<file path="config.mk">
export PLATFORM = sky130hd
export DESIGN_NAME = strip_crosstalk_correction_core
export DESIGN_NICKNAME = d
export VERILOG_FILES = /design/src/design/sccc_pkg.sv /design/src/design/strip_crosstalk_correction_core.sv /design/src/design/sccc_cell.sv
export VERILOG_INCLUDE_DIRS = /design/src /design/src/design
export SDC_FILE = /design/constraint.sdc
export NUM_CORES = 2
export LEC_CHECK = 0
export BUFFER_PORTS_ARGS = -buffer_cell sky130_fd_sc_hd__buf_2
export CORE_UTILIZATION = 62
export DETAILED_ROUTE_END_ITERATION = 16
export HOLD_SLACK_MARGIN = 0.15
export PLACE_DENSITY = 0.86
export SLEW_MARGIN = 20
export SYNTH_ARGS = -nofsm -noshare
export SYNTH_HDL_FRONTEND = slang
export SYNTH_HIERARCHICAL = 1
export SYNTH_SLANG_ARGS = --single-unit
</file>
<file path="constraint.sdc">
create_clock -name clk -period 18.6 [get_ports clk]
set_clock_uncertainty 0.15 [all_clocks]
set_input_delay 2.79 -clock clk [delete_from_list [all_inputs] [get_ports clk]]
set_output_delay 2.79 -clock clk [all_outputs]
set_load 0.01 [all_outputs]
</file>
<file path="src/design/strip_crosstalk_correction_core_assert.svh">
// ----------------------------------------------------------------------------
// Assertion macros for the strip crosstalk correction core
// Implication checks, sampled on clk and disabled during reset.
// ----------------------------------------------------------------------------
`ifndef STRIP_CROSSTALK_CORRECTION_CORE_ASSERT_SVH
`define STRIP_CROSSTALK_CORRECTION_CORE_ASSERT_SVH

// same-cycle implication
`define SCCC_ASSERT_NOW(label, ante, cons) \
    label: assert property (@(posedge clk) disable iff (!rst_n) (ante) |-> (cons)) \
        else $error("sccc check failed");

// next-cycle implication
`define SCCC_ASSERT_NEXT(label, ante, cons) \
    label: assert property (@(posedge clk) disable iff (!rst_n) (ante) |=> (cons)) \
        else $error("sccc check failed");

`endif

</file>
<file path="src/design/sccc_pkg.sv">
// ----------------------------------------------------------------------------
// sccc_pkg
// Shared widths, register indexes and types of the crosstalk correction core.
// ----------------------------------------------------------------------------
package sccc_pkg;

    localparam int MAX_HITS_DEF   = 16;
    localparam int STRIP_BITS_DEF = 6;

    localparam int E_W        = 20;
    localparam int GAIN_W     = 24;
    localparam int OFF_W      = 20;
    localparam int THR_W      = 19;
    localparam int PROD_W     = GAIN_W + E_W;
    localparam int ACC_W      = 52;
    localparam int CFG_IDX_W  = 3;
    localparam int CFG_DATA_W = 24;

    localparam logic [CFG_IDX_W-1:0] REG_GAIN_NEAR   = 3'd0;
    localparam logic [CFG_IDX_W-1:0] REG_GAIN_SKIP1  = 3'd1;
    localparam logic [CFG_IDX_W-1:0] REG_GAIN_SKIP2  = 3'd2;
    localparam logic [CFG_IDX_W-1:0] REG_OFF_NEAR    = 3'd3;
    localparam logic [CFG_IDX_W-1:0] REG_OFF_SKIP1   = 3'd4;
    localparam logic [CFG_IDX_W-1:0] REG_OFF_SKIP2   = 3'd5;
    localparam logic [CFG_IDX_W-1:0] REG_THRESHOLD   = 3'd6;

    localparam logic [THR_W-1:0] THR_RESET = 19'd512;

    // per-cycle commands to every cell of the chain
    typedef struct packed {
        logic clear;
        logic ins_en;
        logic rot_en;
    } sccc_ctrl_t;

endpackage

</file>
<file path="src/design/strip_crosstalk_correction_core.sv">
// ----------------------------------------------------------------------------
// strip_crosstalk_correction_core
// Sorts the hits of one detector side and corrects each for crosstalk.
// ----------------------------------------------------------------------------
// Hits load one item per cycle, while the block is loading, into a chain of
// MAX_HITS cells that keeps them sorted by strip (stable for equal strips). The
// item marked group_end starts the compute pass: for each stored hit in turn the
// chain rotates the stored hits past one shared 24x20 multiplier, and no new
// input is taken until the whole group is computed. Results leave through an
// output register in ascending strip order; a stall on the output holds the
// whole pass. Hits beyond MAX_HITS are dropped and flagged on every result of
// the group. Configuration must be written only while the block is idle; the
// block itself does not enforce this.
// ----------------------------------------------------------------------------
module strip_crosstalk_correction_core #(
    parameter int MAX_HITS   = sccc_pkg::MAX_HITS_DEF,
    parameter int STRIP_BITS = sccc_pkg::STRIP_BITS_DEF
) (
    input  logic                                clk,
    input  logic                                rst_n,
    input  logic                                cfg_valid,
    output logic                                cfg_ready,
    input  logic [sccc_pkg::CFG_IDX_W-1:0]      cfg_index,
    input  logic [sccc_pkg::CFG_DATA_W-1:0]     cfg_data,
    input  logic                                in_valid,
    output logic                                in_ready,
    input  logic [STRIP_BITS-1:0]               strip_number,
    input  logic signed [sccc_pkg::E_W-1:0]     hit_energy,
    input  logic                                group_end,
    output logic                                out_valid,
    input  logic                                out_ready,
    output logic [STRIP_BITS-1:0]               out_strip,
    output logic signed [sccc_pkg::E_W-1:0]     corrected_energy,
    output logic                                final_hit,
    output logic                                hits_dropped
);
    import sccc_pkg::*;

    `include "strip_crosstalk_correction_core_assert.svh"

    localparam int CNT_W = $clog2(MAX_HITS + 1);

    localparam logic [1:0] ST_LOAD  = 2'd0;
    localparam logic [1:0] ST_CALC  = 2'd1;
    localparam logic [1:0] ST_FLUSH = 2'd2;

    localparam logic signed [ACC_W-1:0] E_MAX_ACC = ACC_W'(524287);
    localparam logic signed [ACC_W-1:0] E_MIN_ACC = -ACC_W'(524288);
    localparam logic signed [ACC_W-1:0] RND_HALF  = ACC_W'(1) <<< 24;

    // configuration
    logic signed [GAIN_W-1:0] gain_near_reg, gain_skip1_reg, gain_skip2_reg;
    logic signed [OFF_W-1:0]  off_near_reg, off_skip1_reg, off_skip2_reg;
    logic [THR_W-1:0]         thr_reg;

    logic [1:0]       state_reg;
    logic [CNT_W-1:0] count_reg;
    logic [CNT_W-1:0] k_reg;
    logic [CNT_W-1:0] s_reg;
    logic             ovf_reg;
    logic             grp_drop_reg;

    // target hit and pipeline
    logic [STRIP_BITS-1:0]    tgt_strip_reg;
    logic signed [E_W-1:0]    tgt_energy_reg;
    logic signed [PROD_W-1:0] prod_reg;
    logic signed [OFF_W-1:0]  offq_reg;
    logic                     pv_reg;
    logic signed [ACC_W-1:0]  acc_reg;

    logic                     out_valid_reg;
    logic [STRIP_BITS-1:0]    out_strip_reg;
    logic signed [E_W-1:0]    out_energy_reg;
    logic                     out_final_reg;
    logic                     out_drop_reg;

    sccc_ctrl_t ctrl;

    logic                     in_acc;
    logic                     adv;
    logic                     emit;
    logic                     full;

    // chain signals
    logic                  c_valid  [MAX_HITS];
    logic                  c_gt     [MAX_HITS];
    logic [STRIP_BITS-1:0] c_strip  [MAX_HITS];
    logic signed [E_W-1:0] c_energy [MAX_HITS];

    assign cfg_ready = 1'b1;
    assign in_ready  = (state_reg == ST_LOAD);
    assign in_acc    = in_valid && in_ready;
    assign full      = (count_reg == CNT_W'(MAX_HITS));
    assign adv       = !out_valid_reg || out_ready;
    assign emit      = adv && (((state_reg == ST_CALC) && (s_reg == '0) && (k_reg != '0))
                               || (state_reg == ST_FLUSH));

    assign ctrl.ins_en = in_acc && !full;
    assign ctrl.rot_en = (state_reg == ST_CALC) && adv;
    assign ctrl.clear  = (state_reg == ST_FLUSH) && adv;

    genvar gi;
    generate
        for (gi = 0; gi < MAX_HITS; gi++)
        begin : g_cell
            logic                  l_valid, l_gt;
            logic [STRIP_BITS-1:0] l_strip, r_strip;
            logic signed [E_W-1:0] l_energy, r_energy;
            logic                  wrap_here;

            if (gi == 0)
            begin : g_head
                assign l_valid  = 1'b1;
                assign l_gt     = 1'b0;
                assign l_strip  = '0;
                assign l_energy = '0;
            end
            else
            begin : g_body
                assign l_valid  = c_valid[gi-1];
                assign l_gt     = c_gt[gi-1];
                assign l_strip  = c_strip[gi-1];
                assign l_energy = c_energy[gi-1];
            end

            if (gi == MAX_HITS - 1)
            begin : g_tail
                assign r_strip  = c_strip[0];
                assign r_energy = c_energy[0];
            end
            else
            begin : g_mid
                assign r_strip  = c_strip[gi+1];
                assign r_energy = c_energy[gi+1];
            end

            assign wrap_here = (count_reg == CNT_W'(gi + 1));

            sccc_cell #(
                .STRIP_BITS (STRIP_BITS)
            ) u_cell (
                .clk          (clk),
                .rst_n        (rst_n),
                .ctrl         (ctrl),
                .is_first     (gi == 0),
                .new_strip    (strip_number),
                .new_energy   (hit_energy),
                .left_valid   (l_valid),
                .left_gt      (l_gt),
                .left_strip   (l_strip),
                .left_energy  (l_energy),
                .right_strip  (r_strip),
                .right_energy (r_energy),
                .wrap         (wrap_here),
                .wrap_strip   (c_strip[0]),
                .wrap_energy  (c_energy[0]),
                .valid_q      (c_valid[gi]),
                .gt_q         (c_gt[gi]),
                .strip_q      (c_strip[gi]),
                .energy_q     (c_energy[gi])
            );
        end
    endgenerate

    // config writes
    always_ff @(posedge clk or negedge rst_n)
    begin
        if (!rst_n)
        begin
            gain_near_reg  <= '0;
            gain_skip1_reg <= '0;
            gain_skip2_reg <= '0;
            off_near_reg   <= '0;
            off_skip1_reg  <= '0;
            off_skip2_reg  <= '0;
            thr_reg        <= THR_RESET;
        end
        else if (cfg_valid)
        begin
            unique case (cfg_index)
                REG_GAIN_NEAR:  gain_near_reg  <= cfg_data[GAIN_W-1:0];
                REG_GAIN_SKIP1: gain_skip1_reg <= cfg_data[GAIN_W-1:0];
                REG_GAIN_SKIP2: gain_skip2_reg <= cfg_data[GAIN_W-1:0];
                REG_OFF_NEAR:   off_near_reg   <= cfg_data[OFF_W-1:0];
                REG_OFF_SKIP1:  off_skip1_reg  <= cfg_data[OFF_W-1:0];
                REG_OFF_SKIP2:  off_skip2_reg  <= cfg_data[OFF_W-1:0];
                REG_THRESHOLD:  thr_reg        <= cfg_data[THR_W-1:0];
                default:        ;
            endcase
        end
    end

    // sequencer
    always_ff @(posedge clk or negedge rst_n)
    begin
        if (!rst_n)
        begin
            state_reg    <= ST_LOAD;
            count_reg    <= '0;
            k_reg        <= '0;
            s_reg        <= '0;
            ovf_reg      <= 1'b0;
            grp_drop_reg <= 1'b0;
        end
        else
        begin
            unique case (state_reg)
                ST_LOAD:
                begin
                    if (in_acc)
                    begin
                        if (!full)
                        begin
                            count_reg <= count_reg + CNT_W'(1);
                        end
                        if (group_end)
                        begin
                            grp_drop_reg <= ovf_reg || full;
                            state_reg    <= ST_CALC;
                            k_reg        <= '0;
                            s_reg        <= '0;
                        end
                        else if (full)
                        begin
                            ovf_reg <= 1'b1;
                        end
                    end
                end
                ST_CALC:
                begin
                    if (adv)
                    begin
                        if (s_reg == count_reg)
                        begin
                            s_reg <= '0;
                            if (k_reg == count_reg - CNT_W'(1))
                            begin
                                state_reg <= ST_FLUSH;
                            end
                            else
                            begin
                                k_reg <= k_reg + CNT_W'(1);
                            end
                        end
                        else
                        begin
                            s_reg <= s_reg + CNT_W'(1);
                        end
                    end
                end
                ST_FLUSH:
                begin
                    if (adv)
                    begin
                        state_reg <= ST_LOAD;
                        count_reg <= '0;
                        ovf_reg   <= 1'b0;
                    end
                end
                default:
                begin
                    state_reg <= ST_LOAD;
                end
            endcase
        end
    end

    // distance and coefficient select for the hit at the head of the chain
    logic [STRIP_BITS-1:0]    strip_gap;
    logic signed [GAIN_W-1:0] gsel;
    logic signed [OFF_W-1:0]  osel;
    logic                     near_hit;
    logic                     qual;

    always_comb
    begin
        strip_gap = (tgt_strip_reg > c_strip[0]) ? (tgt_strip_reg - c_strip[0])
                                                 : (c_strip[0] - tgt_strip_reg);
        gsel = gain_skip2_reg;
        osel = off_skip2_reg;
        if (strip_gap == STRIP_BITS'(1))
        begin
            gsel = gain_near_reg;
            osel = off_near_reg;
        end
        else if (strip_gap == STRIP_BITS'(2))
        begin
            gsel = gain_skip1_reg;
            osel = off_skip1_reg;
        end
        near_hit = (strip_gap != '0) && (strip_gap <= STRIP_BITS'(3));
        qual     = ($signed({tgt_energy_reg[E_W-1], tgt_energy_reg}) >
                    $signed({2'b00, thr_reg}))
                && ($signed({c_energy[0][E_W-1], c_energy[0]}) >
                    $signed({2'b00, thr_reg}));
    end

    // multiply, then accumulate
    always_ff @(posedge clk or negedge rst_n)
    begin
        if (!rst_n)
        begin
            pv_reg <= 1'b0;
        end
        else if (adv)
        begin
            pv_reg <= (state_reg == ST_CALC) && (s_reg != '0) && (s_reg != count_reg)
                      && near_hit;
        end
    end

    always_ff @(posedge clk)
    begin
        if (adv && (state_reg == ST_CALC))
        begin
            prod_reg <= gsel * c_energy[0];
            offq_reg <= qual ? osel : '0;
            if (s_reg == '0)
            begin
                tgt_strip_reg  <= c_strip[0];
                tgt_energy_reg <= c_energy[0];
                acc_reg        <= ACC_W'(c_energy[0]) <<< 25;
            end
            else if (pv_reg)
            begin
                acc_reg <= acc_reg + (ACC_W'(prod_reg) <<< 1) + (ACC_W'(offq_reg) <<< 24);
            end
        end
    end

    // round half up, saturate
    logic signed [ACC_W-1:0] rnd;
    logic signed [E_W-1:0]   sat;

    always_comb
    begin
        rnd = (acc_reg + RND_HALF) >>> 25;
        priority if (rnd > E_MAX_ACC)
        begin
            sat = E_MAX_ACC[E_W-1:0];
        end
        else if (rnd < E_MIN_ACC)
        begin
            sat = E_MIN_ACC[E_W-1:0];
        end
        else
        begin
            sat = rnd[E_W-1:0];
        end
    end

    // output register
    always_ff @(posedge clk or negedge rst_n)
    begin
        if (!rst_n)
        begin
            out_valid_reg <= 1'b0;
        end
        else if (emit)
        begin
            out_valid_reg <= 1'b1;
        end
        else if (out_ready)
        begin
            out_valid_reg <= 1'b0;
        end
    end

    always_ff @(posedge clk)
    begin
        if (emit)
        begin
            out_strip_reg  <= tgt_strip_reg;
            out_energy_reg <= sat;
            out_final_reg  <= (state_reg == ST_FLUSH);
            out_drop_reg   <= grp_drop_reg;
        end
    end

    assign out_valid        = out_valid_reg;
    assign out_strip        = out_strip_reg;
    assign corrected_energy = out_energy_reg;
    assign final_hit        = out_final_reg;
    assign hits_dropped     = out_drop_reg;

    // a hit taken at capacity either marks the overflow or closes the group
    `SCCC_ASSERT_NEXT(a_ovf_set, in_acc && full && !group_end, ovf_reg)
    // compute never runs on an empty group
    `SCCC_ASSERT_NOW(a_calc_nonempty, state_reg == ST_CALC, count_reg != '0)
    // no item is taken while a group is being computed
    `SCCC_ASSERT_NOW(a_no_load_busy, state_reg != ST_LOAD, !in_ready)

endmodule

</file>
<file path="src/design/sccc_cell.sv">
// ----------------------------------------------------------------------------
// sccc_cell
// One slot of the hit chain: sorted insert on load, rotation during compute.
// ----------------------------------------------------------------------------
module sccc_cell #(
    parameter int STRIP_BITS = sccc_pkg::STRIP_BITS_DEF
) (
    input  logic                        clk,
    input  logic                        rst_n,
    input  sccc_pkg::sccc_ctrl_t        ctrl,
    input  logic                        is_first,
    input  logic [STRIP_BITS-1:0]       new_strip,
    input  logic signed [sccc_pkg::E_W-1:0] new_energy,
    input  logic                        left_valid,
    input  logic                        left_gt,
    input  logic [STRIP_BITS-1:0]       left_strip,
    input  logic signed [sccc_pkg::E_W-1:0] left_energy,
    input  logic [STRIP_BITS-1:0]       right_strip,
    input  logic signed [sccc_pkg::E_W-1:0] right_energy,
    input  logic                        wrap,
    input  logic [STRIP_BITS-1:0]       wrap_strip,
    input  logic signed [sccc_pkg::E_W-1:0] wrap_energy,
    output logic                        valid_q,
    output logic                        gt_q,
    output logic [STRIP_BITS-1:0]       strip_q,
    output logic signed [sccc_pkg::E_W-1:0] energy_q
);
    import sccc_pkg::*;

    logic                  valid_reg;
    logic [STRIP_BITS-1:0] strip_reg;
    logic signed [E_W-1:0] energy_reg;
    logic                  open_slot;

    assign gt_q      = valid_reg && (strip_reg > new_strip);
    assign open_slot = !valid_reg || gt_q;

    always_ff @(posedge clk or negedge rst_n)
    begin
        if (!rst_n)
        begin
            valid_reg <= 1'b0;
        end
        else if (ctrl.clear)
        begin
            valid_reg <= 1'b0;
        end
        else if (ctrl.ins_en && open_slot && (left_gt || is_first || left_valid))
        begin
            valid_reg <= 1'b1;
        end
    end

    always_ff @(posedge clk)
    begin
        if (ctrl.ins_en && open_slot)
        begin
            if (left_gt)
            begin
                strip_reg  <= left_strip;
                energy_reg <= left_energy;
            end
            else if (is_first || left_valid)
            begin
                strip_reg  <= new_strip;
                energy_reg <= new_energy;
            end
        end
        else if (ctrl.rot_en)
        begin
            strip_reg  <= wrap ? wrap_strip  : right_strip;
            energy_reg <= wrap ? wrap_energy : right_energy;
        end
    end

    assign valid_q  = valid_reg;
    assign strip_q  = strip_reg;
    assign energy_q = energy_reg;

endmodule

</file>
-- Word-level counts from Yosys, hierarchy flattened
Cells that the tools add are included.
- register bits after elaboration: 774
- output and inout bits: 31
- add/subtract/negate cells: 9
- multipliers: 1
- magnitude comparators: 22
- equal/unequal tests: 55
- mux-type cells: 221
- reductions and logical operators: 184
- operator list (operator ; number):
    $mux W20 ; 80
    $mux W6 ; 78
    $mux W52 ; 2
    $gt A6 B6 Y1 ; 17
    $reduce_bool A2 Y1 ; 36
    $logic_and A1 B1 Y1 ; 59
    $add A52 B26 Y52 const B ; 1
    $add A52 B44 Y52 ; 1
    $add A52 B45 Y52 ; 1
    $mux W5 ; 10
    $reduce_and A2 Y1 ; 25
    $mux W24 ; 2
    $ne A3 B3 Y1 const B ; 15
    $mul A24 B20 Y44 ; 1
    $eq A5 B4 Y1 const B ; 8
    $gt A20 B20 Y1 ; 2
    $mux W1 ; 38
    $logic_or A1 B1 Y1 ; 34
    $pmux W5 S2 ; 3
    $gt A27 B20 Y1 const B ; 1
    $lt A27 B20 Y1 const B ; 1
    $eq A5 B3 Y1 const B ; 4
    $logic_not A1 Y1 ; 18
    $ne A2 B2 Y1 const B ; 8
    29 further kinds ; 47

-- Longest topological paths before layout
- word-level depth: 7
- depth in mapped cells: 42

-- Hierarchy
Netlist, hierarchy kept.
- modules (own cells, without submodules) (module ; times used ; cells each ; area each (um^2) ; sequential area each (um^2)):
    strip_crosstalk_correction_core ; 1 ; 3639 ; 36956.7 ; 9380.2
    sccc_cell ; 16 ; 143 ; 1863.0 ; 805.8

-- Worst setup path before layout
Ideal clock, no wire load.
- path type: reg-to-reg
- start: reg g_cell[0].u_cell.strip_reg[0]
- end: reg prod_reg[42], data pin
- library setup time: 0.258 ns
- arrival time: 9.658 ns
- setup slack: 8.535 ns
- cell stages (with the launch flop): 39
- path buffers: 2
- cell sequence: edfxtp_1 > ha_1 > inv_1 > fa_1 > a211oi_1 > o21ai_2 > nand2_2 > mux2_2 > o41ai_1 > o221a_4 > nand2_2 > buf_2 > o22ai_1 > a21oi_2 > buf_4 > and2_1 > fa_1 > inv_1 > [3 not listed] > inv_1 > fa_1 > inv_1 > fa_1 > fa_1 > inv_1 > fa_1 > inv_1 > ha_1 > a21o_1 > a21o_1 > a21oi_1 > nor3b_1 > inv_1 > a31o_2 > a311o_1 > a21oi_1 > xnor2_1
- word-level cells in the longest chain between the ends: 6
- elaborated cells between the ends (all ways): 9
- those cells by class: 2 x add/sub; 1 x mul; 1 x order compare; 2 x eq/ne; 3 x mux
- ends and longest elaborated chain (item ; line ; source):
    start: declaration ; sccc_cell.sv:31 ; logic [STRIP_BITS-1:0] strip_reg;
    start signal: assignment ; sccc_cell.sv:60 ; strip_reg <= left_strip;
    start signal: assignment ; sccc_cell.sv:65 ; strip_reg <= new_strip;
    start signal: assignment ; sccc_cell.sv:71 ; strip_reg <= wrap ? wrap_strip : right_strip;
    $sub A6 B6 Y6 (tied with other cells) ; strip_crosstalk_correction_core.sv:278 ; : (c_strip[0] - tgt_strip_reg);
    $mux W6 (*) ; strip_crosstalk_correction_core.sv:277 ; strip_gap = (tgt_strip_reg > c_strip[0]) ? (tgt_strip_reg - c_strip[0])
    $eq A6 B2 Y1 ; strip_crosstalk_correction_core.sv:286 ; else if (strip_gap == STRIP_BITS'(2))
    $mux W24 ; strip_crosstalk_correction_core.sv:286 ;
    $mux W24 (*) ; strip_crosstalk_correction_core.sv:281 ; if (strip_gap == STRIP_BITS'(1))
    $mul A24 B20 Y44 (*) ; strip_crosstalk_correction_core.sv:316 ; prod_reg <= gsel * c_energy[0];
    end signal: assignment ; strip_crosstalk_correction_core.sv:316 ;
    end: declaration ; strip_crosstalk_correction_core.sv:66 ; logic signed [PROD_W-1:0] prod_reg;
Every way passes the cells marked *; elsewhere a longest branch is shown, timed or not.
A chain may end at the register's enable or synchronous reset.

-- Worst setup path after layout
- start: reg g_cell[0].u_cell.strip_reg[0]
- end: reg prod_reg[39], data pin
The elaborated chain is that of the path after synthesis.

==> flow_metrics.tcl <==
set metrics [dict create \
    vias 47957 \
    regToRegSetupSlack_ns 5.94 \
    cts_resized 0 \
    synth_cells 5924 \
    grt_pass1_wl_um 287000 \
    multi_input_area_um2 40600 \
    cap_violations 0 \
    cts_sinks 773 \
    finalHoldViolCount 0 \
    grt_max_degree 72 \
    drc 0 \
    r2r_start "g_cell[0].u_cell/strip_q[0]$_DFFE_PP_" \
    globalRouteOverflowTotal 0 \
    post_cts_buffers 0 \
    min_path_cells 0 \
    crit_type "flop to flop" \
    cts_hold_buf 0 \
    syn2layout_area_growth_pct 6.99 \
    clockBufferDepth 3 \
    nNetsFinal 6873 \
    hold-path-endpoint "hits_dropped$_DFFE_PP_" \
    synth.avg_cell_area_um2 11.3 \
    grt_pass1_vias 51362 \
    core.rowCount 120 \
    maxSlewHeadroom 0.189 \
    wl_um 185000 \
    clk_latency_ns 0.68 \
    seq_area_um2 22300 \
    outcome "finished clean" \
    min_from "grp_drop_reg$_DFFE_PN0P_" \
    crit_fanout 22 \
    slew_viol_final 0 \
    synth_area_um2 66800 \
    wl_per_cell_um 24.9 \
    numCtsBuffers 83 \
    first_iter_violations 4228 \
    cts_max_level 3 \
    cp.required_ns 18.83 \
    crit_path_frequent_cell "fa_1" \
    largest_register_ff_count 320 \
    fillers 7608 \
    drtPass1Iterations 6 \
    slowest_stage "edfxtp_1" \
    track_usage 0.342 \
    end_kind "flop" \
    antenna_found_initial 16 \
    start_kind "flop" \
    gp_congestion 0.970 \
    cts-root-buf "clkbuf_16" \
    start_util 0.624 \
    ys_warn_count 6 \
    slowest_delay_ns 1.05 \
    rsz0062_at_grt "no" \
    max_freq_mhz 79.0 \
    hold_path.class "flop to flop" \
    post-route-min-period_ns 12.66 \
    die_h_um 330 \
    hpwl_um 126000 \
    final_antenna_net_count 0 \
    fin_crit_sh 0.681 \
    core_area_um2 107000 \
    worst-slew-pin-transition_ns 1.21 \
    final-setup-viol-count 0 \
    pin_count 90 \
    worstPathArrival_ns 12.89 \
    die_area_um2 109000 \
    port_buffers 88 \
    fin_setup_tns_ns 0 \
    drive_gt1_frac 0.0961 \
    r2r_end "prod_reg[39]$_DFFE_PP_" \
    reg2reg_depth 34 \
    clk_pin_slew_ns 0.06 \
    die_w_um 330 \
    via_per_inst 6.46 \
    cts_tree "yes" \
]
==> worst max path at each step <==
stage | startpoint | end | slack, ns | cells past startpoint
global route | g_cell[0].u_cell/strip_q[0]$_DFFE_PP_ | prod_reg[39]$_DFFE_PP_ | 5.59 | 36
global placement | g_cell[0].u_cell/strip_q[0]$_DFFE_PP_ | prod_reg[39]$_DFFE_PP_ | 6.60 | 35
CTS | g_cell[0].u_cell/strip_q[0]$_DFFE_PP_ | prod_reg[39]$_DFFE_PP_ | 6.13 | 34
floorplan | g_cell[0].u_cell/strip_q[0]$_DFFE_PP_ | prod_reg[42]$_DFFE_PP_ | 8.53 | 38
detailed placement | g_cell[0].u_cell/strip_q[0]$_DFFE_PP_ | prod_reg[39]$_DFFE_PP_ | 6.24 | 34
finish | g_cell[0].u_cell/strip_q[0]$_DFFE_PP_ | prod_reg[39]$_DFFE_PP_ | 5.94 | 34
==> cell usage in the layout, fill, tap and decap left out, types with 33 or more instances in the layout <==
master and count:
ha_1 343, a21o_1 56, buf_4 107, xor2_1 57, edfxtp_1 585, buf_2 87, clkbuf_16 87, fa_1 522
nor2_1 171, o22ai_1 50, dfrtp_1 187, o21ai_0 118, o21a_1 33, mux2i_1 1251, inv_1 703, conb_1 45
nand4_1 41, nor2b_1 38, nand2_1 338, a21oi_1 186, mux2_2 172, nand3_1 53, xnor2_1 74, and2_1 260
==> cell type report <==
cell class | instances | share of cell area
diodes | 8 | 0.000280
clock buffers | 107 | 0.0320
clock inverters | 45 | 0.00697
inverters | 705 | 0.0371
multi-input cells | 4185 | 0.568
flip-flops and latches | 773 | 0.312
well taps | 1403 | 0.0246
repair buffers | 200 | 0.0195
==> critical path: cells and delay by family (launching register included) <==
kind / cells / cell delay (ns)
AO/OA/AOI/OAI: 14 / 5.08
adder cells (fa/ha/maj): 10 / 4.73
flip-flops: 1 / 1.05
buffers and inverters: 5 / 0.50
multiplexers: 1 / 0.36
AND/OR/NAND/NOR: 3 / 0.35
XOR/XNOR: 1 / 0.09
==> per-stage QoR <==
stage | instance area [µm²] | instances | hold WS [ns] | util | worst slack (ns)
floorplan | 66900 | 5967 | 0.276 | - | 8.53
global placement | 68500 | 7261 | 0.300 | 0.640 | 6.60
detailed placement | 68500 | 7263 | 0.304 | 0.641 | 6.24
CTS | 71300 | 7415 | 0.319 | 0.667 | 6.13
global route | 71400 | 7418 | 0.330 | 0.668 | 5.59
finish | 71400 | 7426 | 0.313 | 0.668 | 5.94
==> metal layers <==
layer  GRT usage  routed length (µm)  part of all wire  vias up
met3      0.0628               15600             0.084      794
met2       0.566               88900              0.48     2569
met1       0.411               67500              0.36    24029
met4       0.219               13000             0.070       24
met5           0                 163           0.00088        -
li1            -                   -                 -    20541
Power is left out: the tool's default activity adds up to more than one toggle a clock period on the data nets, which glitch-free logic cannot reach.
